$ cat src/hdl/imm_pkg.sv
`default_nettype none

package imm_pkg;

   // Configuration port
   localparam int CFG_W       = 4;
   localparam int CSR_INDEX_W = 2;

   localparam logic [CSR_INDEX_W-1:0] REG_ROWS_A    = 2'd0;
   localparam logic [CSR_INDEX_W-1:0] REG_INNER_LEN = 2'd1;
   localparam logic [CSR_INDEX_W-1:0] REG_COLS_B    = 2'd2;

   localparam logic [CFG_W-1:0] CFG_RESET = 4'd8;

   // Result fields
   localparam int ACC_W     = 35;
   localparam int OUT_IDX_W = 3;

   typedef enum logic [2:0] {
      ST_LOAD,
      ST_MAC,
      ST_DRAIN_MUL,
      ST_DRAIN_ACC,
      ST_OUT
   } state_type;

   typedef struct packed {
      logic wr_a;
      logic wr_b;
      logic issue;
      logic acc_clear;
   } dp_cmd_type;

endpackage

`default_nettype wire

$ cat src/hdl/imm_datapath.sv
`default_nettype none

module imm_datapath import imm_pkg::*; #(
   parameter int MAX_DIM    = 8,
   parameter int ELEM_WIDTH = 16,
   parameter int ADDR_W     = 6
) (
   input  wire logic                          clock,
   input  wire logic                          reset,
   input  wire dp_cmd_type                    cmd,
   input  wire logic [ADDR_W-1:0]             wr_addr,
   input  wire logic [ELEM_WIDTH-1:0]         wr_data,
   input  wire logic [ADDR_W-1:0]             rd_addr_a,
   input  wire logic [ADDR_W-1:0]             rd_addr_b,
   output logic signed [ACC_W-1:0]            product_value
);

   localparam int DEPTH  = MAX_DIM * MAX_DIM;

   logic [ELEM_WIDTH-1:0] store_a_ff [DEPTH];
   logic [ELEM_WIDTH-1:0] store_b_ff [DEPTH];

   logic signed [ELEM_WIDTH-1:0]   rd_a_ff, rd_b_ff;
   logic                           rd_valid_ff, rd_valid_in;
   logic signed [2*ELEM_WIDTH-1:0] prod_ff, prod_in;
   logic                           prod_valid_ff, prod_valid_in;
   logic signed [ACC_W-1:0]        acc_ff, acc_in;

   // Element stores, registered read
   always_ff @(posedge clock) begin
      if (cmd.wr_a) begin
         store_a_ff[wr_addr] <= wr_data;
      end
      if (cmd.issue) begin
         rd_a_ff <= store_a_ff[rd_addr_a];
      end
   end

   always_ff @(posedge clock) begin
      if (cmd.wr_b) begin
         store_b_ff[wr_addr] <= wr_data;
      end
      if (cmd.issue) begin
         rd_b_ff <= store_b_ff[rd_addr_b];
      end
   end

   assign rd_valid_in   = cmd.issue;
   assign prod_valid_in = rd_valid_ff;
   assign prod_in       = rd_a_ff * rd_b_ff;

   always_comb begin
      acc_in = acc_ff;
      if (cmd.acc_clear) begin
         acc_in = '0;
      end else if (prod_valid_ff) begin
         acc_in = acc_ff + ACC_W'(prod_ff);
      end
   end

   always_ff @(posedge clock) begin
      if (reset) begin
         rd_valid_ff   <= 1'b0;
         prod_valid_ff <= 1'b0;
         acc_ff        <= '0;
      end else begin
         rd_valid_ff   <= rd_valid_in;
         prod_valid_ff <= prod_valid_in;
         acc_ff        <= acc_in;
      end
   end

   always_ff @(posedge clock) begin
      prod_ff <= prod_in;
   end

   assign product_value = acc_ff;

endmodule

`default_nettype wire

$ cat src/hdl/imm_ctrl.sv
`default_nettype none

module imm_ctrl import imm_pkg::*; #(
   parameter int MAX_DIM = 8,
   parameter int ADDR_W  = 6
) (
   input  wire logic                    clock,
   input  wire logic                    reset,
   input  wire logic                    csr_valid,
   input  wire logic [CSR_INDEX_W-1:0]  csr_index,
   input  wire logic [CFG_W-1:0]        csr_data,
   input  wire logic                    req_valid,
   output logic                         req_ready,
   output logic                         rsp_valid,
   input  wire logic                    rsp_ready,
   output logic [OUT_IDX_W-1:0]         rsp_row_index,
   output logic [OUT_IDX_W-1:0]         rsp_col_index,
   output logic                         rsp_last_result,
   output dp_cmd_type                   cmd,
   output logic [ADDR_W-1:0]            wr_addr,
   output logic [ADDR_W-1:0]            rd_addr_a,
   output logic [ADDR_W-1:0]            rd_addr_b
);

   localparam int DEPTH  = MAX_DIM * MAX_DIM;
   localparam int DIM_W  = $clog2(MAX_DIM + 1);
   localparam int IDX_W  = (MAX_DIM > 1) ? $clog2(MAX_DIM) : 1;
   localparam int CNT_W  = $clog2(2 * DEPTH + 1);

   function automatic logic [DIM_W-1:0] clamp_dim(input logic [CFG_W-1:0] v);
      logic [DIM_W-1:0] r;
      if (v == '0) begin
         r = DIM_W'(1);
      end else if (v > CFG_W'(MAX_DIM)) begin
         r = DIM_W'(MAX_DIM);
      end else begin
         r = DIM_W'(v);
      end
      return r;
   endfunction

   state_type state_ff, state_in;

   logic [CFG_W-1:0]  rows_a_ff, rows_a_in;
   logic [CFG_W-1:0]  inner_len_ff, inner_len_in;
   logic [CFG_W-1:0]  cols_b_ff, cols_b_in;
   logic [CNT_W-1:0]  load_count_ff, load_count_in;
   logic [IDX_W-1:0]  i_ff, i_in, j_ff, j_in, t_ff, t_in;
   logic [ADDR_W-1:0] row_base_ff, row_base_in;
   logic [ADDR_W-1:0] tcol_ff, tcol_in;

   logic [DIM_W-1:0]  dim_m, dim_k, dim_n;
   logic [CNT_W-1:0]  size_a, total;
   logic              csr_hit, req_fire, rsp_fire;
   logic              load_last, load_in_a;
   logic              t_last, i_last, j_last, res_last;

   assign dim_m = clamp_dim(rows_a_ff);
   assign dim_k = clamp_dim(inner_len_ff);
   assign dim_n = clamp_dim(cols_b_ff);

   assign size_a = CNT_W'(dim_m) * CNT_W'(dim_k);
   assign total  = size_a + CNT_W'(dim_k) * CNT_W'(dim_n);

   assign csr_hit  = csr_valid && (csr_index == REG_ROWS_A || csr_index == REG_INNER_LEN
                                   || csr_index == REG_COLS_B);
   assign req_fire = req_valid && (state_ff == ST_LOAD);
   assign rsp_fire = rsp_ready && (state_ff == ST_OUT);

   assign load_last = (load_count_ff == total - CNT_W'(1));
   assign load_in_a = (load_count_ff < size_a);

   assign t_last   = (DIM_W'(t_ff) == dim_k - DIM_W'(1));
   assign i_last   = (DIM_W'(i_ff) == dim_m - DIM_W'(1));
   assign j_last   = (DIM_W'(j_ff) == dim_n - DIM_W'(1));
   assign res_last = i_last && j_last;

   // Next state
   always_comb begin
      state_in = state_ff;
      case (state_ff)
         ST_LOAD: begin
            if (req_fire && load_last) begin
               state_in = ST_MAC;
            end
         end
         ST_MAC: begin
            if (t_last) begin
               state_in = ST_DRAIN_MUL;
            end
         end
         ST_DRAIN_MUL: state_in = ST_DRAIN_ACC;
         ST_DRAIN_ACC: state_in = ST_OUT;
         ST_OUT: begin
            if (rsp_fire) begin
               state_in = res_last ? ST_LOAD : ST_MAC;
            end
         end
         default: state_in = ST_LOAD;
      endcase
   end

   // Outputs and commands
   always_comb begin
      req_ready     = 1'b0;
      rsp_valid     = 1'b0;
      cmd           = '0;
      case (state_ff)
         ST_LOAD: begin
            req_ready     = 1'b1;
            cmd.wr_a      = req_fire && load_in_a;
            cmd.wr_b      = req_fire && !load_in_a;
            cmd.acc_clear = req_fire && load_last;
         end
         ST_MAC: begin
            cmd.issue = 1'b1;
         end
         ST_DRAIN_MUL, ST_DRAIN_ACC: begin
         end
         ST_OUT: begin
            rsp_valid     = 1'b1;
            cmd.acc_clear = rsp_fire && !res_last;
         end
         default: begin
         end
      endcase
   end

   assign wr_addr   = load_in_a ? ADDR_W'(load_count_ff) : ADDR_W'(load_count_ff - size_a);
   assign rd_addr_a = row_base_ff + ADDR_W'(t_ff);
   assign rd_addr_b = tcol_ff + ADDR_W'(j_ff);

   assign rsp_row_index   = OUT_IDX_W'(i_ff);
   assign rsp_col_index   = OUT_IDX_W'(j_ff);
   assign rsp_last_result = res_last;

   // Registers, load count and loop counters
   always_comb begin
      rows_a_in     = rows_a_ff;
      inner_len_in  = inner_len_ff;
      cols_b_in     = cols_b_ff;
      load_count_in = load_count_ff;
      i_in          = i_ff;
      j_in          = j_ff;
      t_in          = t_ff;
      row_base_in   = row_base_ff;
      tcol_in       = tcol_ff;

      if (csr_valid && csr_index == REG_ROWS_A) begin
         rows_a_in = csr_data;
      end
      if (csr_valid && csr_index == REG_INNER_LEN) begin
         inner_len_in = csr_data;
      end
      if (csr_valid && csr_index == REG_COLS_B) begin
         cols_b_in = csr_data;
      end

      if (csr_hit) begin
         load_count_in = '0;
      end else if (req_fire) begin
         load_count_in = load_last ? '0 : load_count_ff + CNT_W'(1);
      end

      if (state_ff == ST_MAC) begin
         if (t_last) begin
            t_in    = '0;
            tcol_in = '0;
         end else begin
            t_in    = t_ff + IDX_W'(1);
            tcol_in = tcol_ff + ADDR_W'(dim_n);
         end
      end

      if (rsp_fire) begin
         if (j_last) begin
            j_in = '0;
            if (i_last) begin
               i_in        = '0;
               row_base_in = '0;
            end else begin
               i_in        = i_ff + IDX_W'(1);
               row_base_in = row_base_ff + ADDR_W'(dim_k);
            end
         end else begin
            j_in = j_ff + IDX_W'(1);
         end
      end
   end

   always_ff @(posedge clock) begin
      if (reset) begin
         state_ff      <= ST_LOAD;
         rows_a_ff     <= CFG_RESET;
         inner_len_ff  <= CFG_RESET;
         cols_b_ff     <= CFG_RESET;
         load_count_ff <= '0;
         i_ff          <= '0;
         j_ff          <= '0;
         t_ff          <= '0;
         row_base_ff   <= '0;
         tcol_ff       <= '0;
      end else begin
         state_ff      <= state_in;
         rows_a_ff     <= rows_a_in;
         inner_len_ff  <= inner_len_in;
         cols_b_ff     <= cols_b_in;
         load_count_ff <= load_count_in;
         i_ff          <= i_in;
         j_ff          <= j_in;
         t_ff          <= t_in;
         row_base_ff   <= row_base_in;
         tcol_ff       <= tcol_in;
      end
   end

endmodule

`default_nettype wire

$ cat src/hdl/integer_matrix_multiply.sv
// Channel   Direction  Handshake            Payload
// req       in         req_valid/req_ready  req_element (ELEM_WIDTH, signed)
// rsp       out        rsp_valid/rsp_ready  rsp_product_value (35, signed), rsp_row_index,
//                                           rsp_col_index, rsp_last_result
// csr       in         csr_valid/csr_ready  csr_index (2), csr_data (4)
//
// Each element item is stored as it is taken. After the last B element the
// block works out each result on its single multiply-accumulate unit: K store
// reads, then the product and accumulate drain, then the output state, plus any
// wait on rsp_ready. No element item is taken while results are being produced.
// Reset is synchronous and returns all sizes to 8 and the load to A[0][0]; the
// element stores are not cleared.

`default_nettype none

module integer_matrix_multiply import imm_pkg::*; #(
   parameter int MAX_DIM    = 8,
   parameter int ELEM_WIDTH = 16
) (
   input  wire logic                         clock,
   input  wire logic                         reset,
   // element items
   input  wire logic                         req_valid,
   output logic                              req_ready,
   input  wire logic signed [ELEM_WIDTH-1:0] req_element,
   // result items
   output logic                              rsp_valid,
   input  wire logic                         rsp_ready,
   output logic signed [ACC_W-1:0]           rsp_product_value,
   output logic [OUT_IDX_W-1:0]              rsp_row_index,
   output logic [OUT_IDX_W-1:0]              rsp_col_index,
   output logic                              rsp_last_result,
   // size registers
   input  wire logic                         csr_valid,
   output logic                              csr_ready,
   input  wire logic [CSR_INDEX_W-1:0]       csr_index,
   input  wire logic [CFG_W-1:0]             csr_data
);

   localparam int DEPTH  = MAX_DIM * MAX_DIM;
   localparam int ADDR_W = (DEPTH > 1) ? $clog2(DEPTH) : 1;

   dp_cmd_type        cmd;
   logic [ADDR_W-1:0] wr_addr;
   logic [ADDR_W-1:0] rd_addr_a;
   logic [ADDR_W-1:0] rd_addr_b;

   // Size writes must arrive only while idle (unenforced here); take them at once
   assign csr_ready = 1'b1;

   // Sequencer: load counting, loop counters, store addresses, handshakes
   imm_ctrl #(
      .MAX_DIM (MAX_DIM),
      .ADDR_W  (ADDR_W)
   ) u_ctrl (
      .clock           (clock),
      .reset           (reset),
      .csr_valid       (csr_valid),
      .csr_index       (csr_index),
      .csr_data        (csr_data),
      .req_valid       (req_valid),
      .req_ready       (req_ready),
      .rsp_valid       (rsp_valid),
      .rsp_ready       (rsp_ready),
      .rsp_row_index   (rsp_row_index),
      .rsp_col_index   (rsp_col_index),
      .rsp_last_result (rsp_last_result),
      .cmd             (cmd),
      .wr_addr         (wr_addr),
      .rd_addr_a       (rd_addr_a),
      .rd_addr_b       (rd_addr_b)
   );

   // Element stores and the multiply-accumulate pipeline
   imm_datapath #(
      .MAX_DIM    (MAX_DIM),
      .ELEM_WIDTH (ELEM_WIDTH),
      .ADDR_W     (ADDR_W)
   ) u_datapath (
      .clock         (clock),
      .reset         (reset),
      .cmd           (cmd),
      .wr_addr       (wr_addr),
      .wr_data       (req_element),
      .rd_addr_a     (rd_addr_a),
      .rd_addr_b     (rd_addr_b),
      .product_value (rsp_product_value)
   );

endmodule

`default_nettype wire

$ cat config.mk
export PLATFORM = sky130hd
export DESIGN_NAME = integer_matrix_multiply
export DESIGN_NICKNAME = d
export VERILOG_FILES = /design/src/hdl/imm_pkg.sv /design/src/hdl/imm_datapath.sv /design/src/hdl/imm_ctrl.sv /design/src/hdl/integer_matrix_multiply.sv
export SDC_FILE = /design/constraint.sdc
export NUM_CORES = 2
export LEC_CHECK = 0
export ABC_AREA = 0
export BUFFER_PORTS_ARGS = -buffer_cell sky130_fd_sc_hd__buf_2
export CORE_UTILIZATION = 37
export DETAILED_ROUTE_END_ITERATION = 10
export MAX_ROUTING_LAYER = met4
export SKIP_CTS_REPAIR_TIMING = 1
export SLEW_MARGIN = 20
export SYNTH_ARGS = -nofsm -noshare
export SYNTH_HDL_FRONTEND = slang
export SYNTH_HIERARCHICAL = 1
export SYNTH_SLANG_ARGS = --single-unit
$ cat constraint.sdc
create_clock -name clock -period 8.5 [get_ports clock]
set_input_delay 1.7 -clock clock [delete_from_list [all_inputs] [get_ports clock]]
set_output_delay 1.7 -clock clock [all_outputs]
set_load 0.02 [all_outputs]
==> impl_metrics.ini <==
[run_status]
status = finished clean

[route]
drt_pass1_iterations = 7
wl_per_cell_um = 25.98
wirelength_um = 233700
drc = 0
num_vias = 47810
via_per_inst = 5.314
ant_nets = 0
drtIter0Drc = 4546

[sta]
finalMaxSlewViolations = 0
fin_skew_ps = 42.34
slew_headroom = 0.2579
holdWs_ps = 441.6
finalSetupViolCount = 0
max_freq_mhz = 134.3
min_period_over_period = 0.8761
hold_violations = 0
setup-tns-final_ps = 0
rsz0062_at_grt = no
period_needed_ps = 7447
tightest_slew_ps = 1112

[synthesis]
synth_cell_types = 83
ys_ff_latch = 2193
synthAdderAreaFrac = 0.08079
synthArstFlopShare = 0
synth.area.top_cells = edfxtp_1 65%, mux4_2 16%, fa_1 5.9%
synth_edf_count = 2080
synth_ff_type = edfxtp_1
synth_warnings = 6
synth_area_um2 = 96790
syn_nets = 5551
yosys.area.top_type = edfxtp_1
synth_mux_area_frac = 0.1599
synth_common_cells = 2080 x edfxtp_1, 672 x mux4_2, 353 x inv_1, 285 x fa_1, 254 x nor2_1
synth_top_family_by_area = multiplexers
yosysSeqAreaShare = 0.6687
yosysMostFrequentCell = edfxtp_1
synth_compound_area_frac = 0.01980
syn_avg_cell_area_um2 = 19.09
synth-simple-area-share = 0.03746
synth_top_area_frac = 0.6453
synth-xor-area-share = 0.009372
syn_inst = 5070

[critical_path]
end_kind = flip-flop
critPathLaunchType = flip-flop
r2r_cells = 27
arrival_ps = 8180
worstPathMaxFanout = 16
worstSetupPathType = flip-flop to flip-flop
crit_required_ps = 9230

[floorplanning]
die_h_um = 513.5
dieArea_um2 = 263700
initial_core_util = 0.3724
ios = 72
core_area_um2 = 259900
row_count = 187
die_x_um = 513.5

[finish]
stdcell_area_um2 = 109300
final_cells = 8997
synthToLayoutAreaGrowth_pct = 12.90
nets = 5804
drive_above_1_share = 0.2344
fillCellCount = 22630

[clocking]
tritoncts = yes
cts_buffers = 213
clock_tree.root_cell = clkbuf_16
clk_latency_ps = 860
htreeDepth = 4
clkTransAtPathRegs_ps = 60
cts.sinks = 2193
cts_buffer_depth = 3

[placed_design]
dp_hpwl_um = 142200
place.gp.congestion = 0.8195
numPortBuffers = 70
placedCellCount = 8603
placed_area_um2 = 102300

[global_route]
grt.total_usage = 0.1835
antenna_found_initial = 18
grt_start_max_net_pins = 133
grt_pass1_vias = 49280
overflow = 0
grt_pass1_wl_um = 343000

[hold_path]
hp-class = flip-flop to flip-flop
min_path_cells = 1

[power_and_ir_drop]
ir_worst_vdd_mv = 0.1695
power.total_uw = 21680
leakagePower_uw = 0.03585
powerDensity_nw_per_um2 = 198.4

[job]
drv_cap = 0
-- registers in the layout (all words and copies together), names as in the netlist, 6 cells and up --
name and count:
u_datapath/product_value 35, u_ctrl/load_count_ff 8, u_datapath/store_a_ff 1024, u_datapath/store_b_ff 1024, u_datapath/rd_a_ff 16, u_ctrl/row_base_ff 6
u_datapath/rd_b_ff 16, u_ctrl/tcol_ff 6, u_datapath/prod_ff 32
-- path summary, 6_finish.rpt --
| kind | startpoint | end | slack, ps |
|---|---|---|---|
| max | u_ctrl/inner_len_ff[3] | u_datapath/product_value[23] | 1050 |
| min | u_datapath/prod_valid_in | u_datapath/prod_valid_ff | 440 |
| max reg2reg | u_ctrl/inner_len_ff[3] | u_datapath/product_value[23] | 1050 |
| min reg2reg | u_datapath/prod_valid_in | u_datapath/prod_valid_ff | 440 |
-- area by class of cell --
class | instances | area [um2] | area share
Sequential cell | 2193 | 64720 | 0.5922
Clock inverter | 134 | 1506 | 0.01378
Clock buffer | 252 | 5477 | 0.05011
Antenna cell | 7 | 17.52 | 0.0001603
Timing Repair Buffer | 262 | 1939 | 0.01775
Multi-Input combinational cell | 2298 | 29900 | 0.2736
Tap cell | 3496 | 4374 | 0.04003
Inverter | 355 | 1348 | 0.01233
-- placed cells by master, fill, tap and decap left out, drive strengths merged, types with 21 or more instances in the layout --
cell / count
xnor2: 56
fa: 285
ha: 169
nor2: 254
a21o: 40
clkinv: 93
nand2: 192
clkbuf: 252
and2: 129
xor2: 45
bufinv: 25
nand3b: 21
edfxtp: 2080
nor2b: 25
mux4: 672
a21oi: 82
inv: 365
buf: 262
mux2i: 30
dfxtp: 113
nand3: 38
o21ai: 53
-- per-stage QoR --
| stage | util | setup WS [ps] |
|---|---|---|
| after global routing | 0.4204 | 609.3 |
| after floorplan | - | 1757 |
| after detailed placement | 0.3934 | 1034 |
| final | 0.4204 | 1053 |
| after CTS | 0.4202 | 977.9 |
| after global placement | 0.3934 | 1108 |
-- logic make-up after synthesis --
| logic type | count (synthesis) |
|---|---|
| and+or+nand+nor | 750 |
| buffers and inverters | 579 |
| adders and majority gates | 454 |
| muxes | 706 |
| xor gates and xnor gates | 102 |
| AOI/OAI and AO/OA | 285 |
| DFF | 2193 |
| other | 1 |
-- critical path: stages (launching register included) --
cell and delay [ps]:
dfxtp_1 500, and2b_1 320, inv_1 200, nor2_1 90
fa_1 510, inv_1 70, fa_1 540, inv_1 70
fa_1 540, inv_1 70, fa_1 470, inv_1 50
fa_1 460, fa_1 580, inv_1 70, fa_1 550
xor2_1 150, nand4_1 120, nor4_1 230, nand3b_1 200
nor4_4 410, o21bai_1 270, nor2_1 90, buf_4 210
nand2_1 240, nor3b_1 90, mux2i_1 140, nand2_1 70
-- power breakdown --
group	switching (uW)	internal, uW
registers	7.44	11800
logic	284	76.2
clock network	4100	5380
-- metal layers --
layer / GRT usage / part of all wire / vias up
met5: - / 0 / -
met4: 0.04766 / 0.023 / 0
met3: 0.03910 / 0.074 / 306
met2: 0.2843 / 0.48 / 1517
met1: 0.2464 / 0.43 / 25680
li1: - / - / 20310
Power figures use the tool's default switching activity.
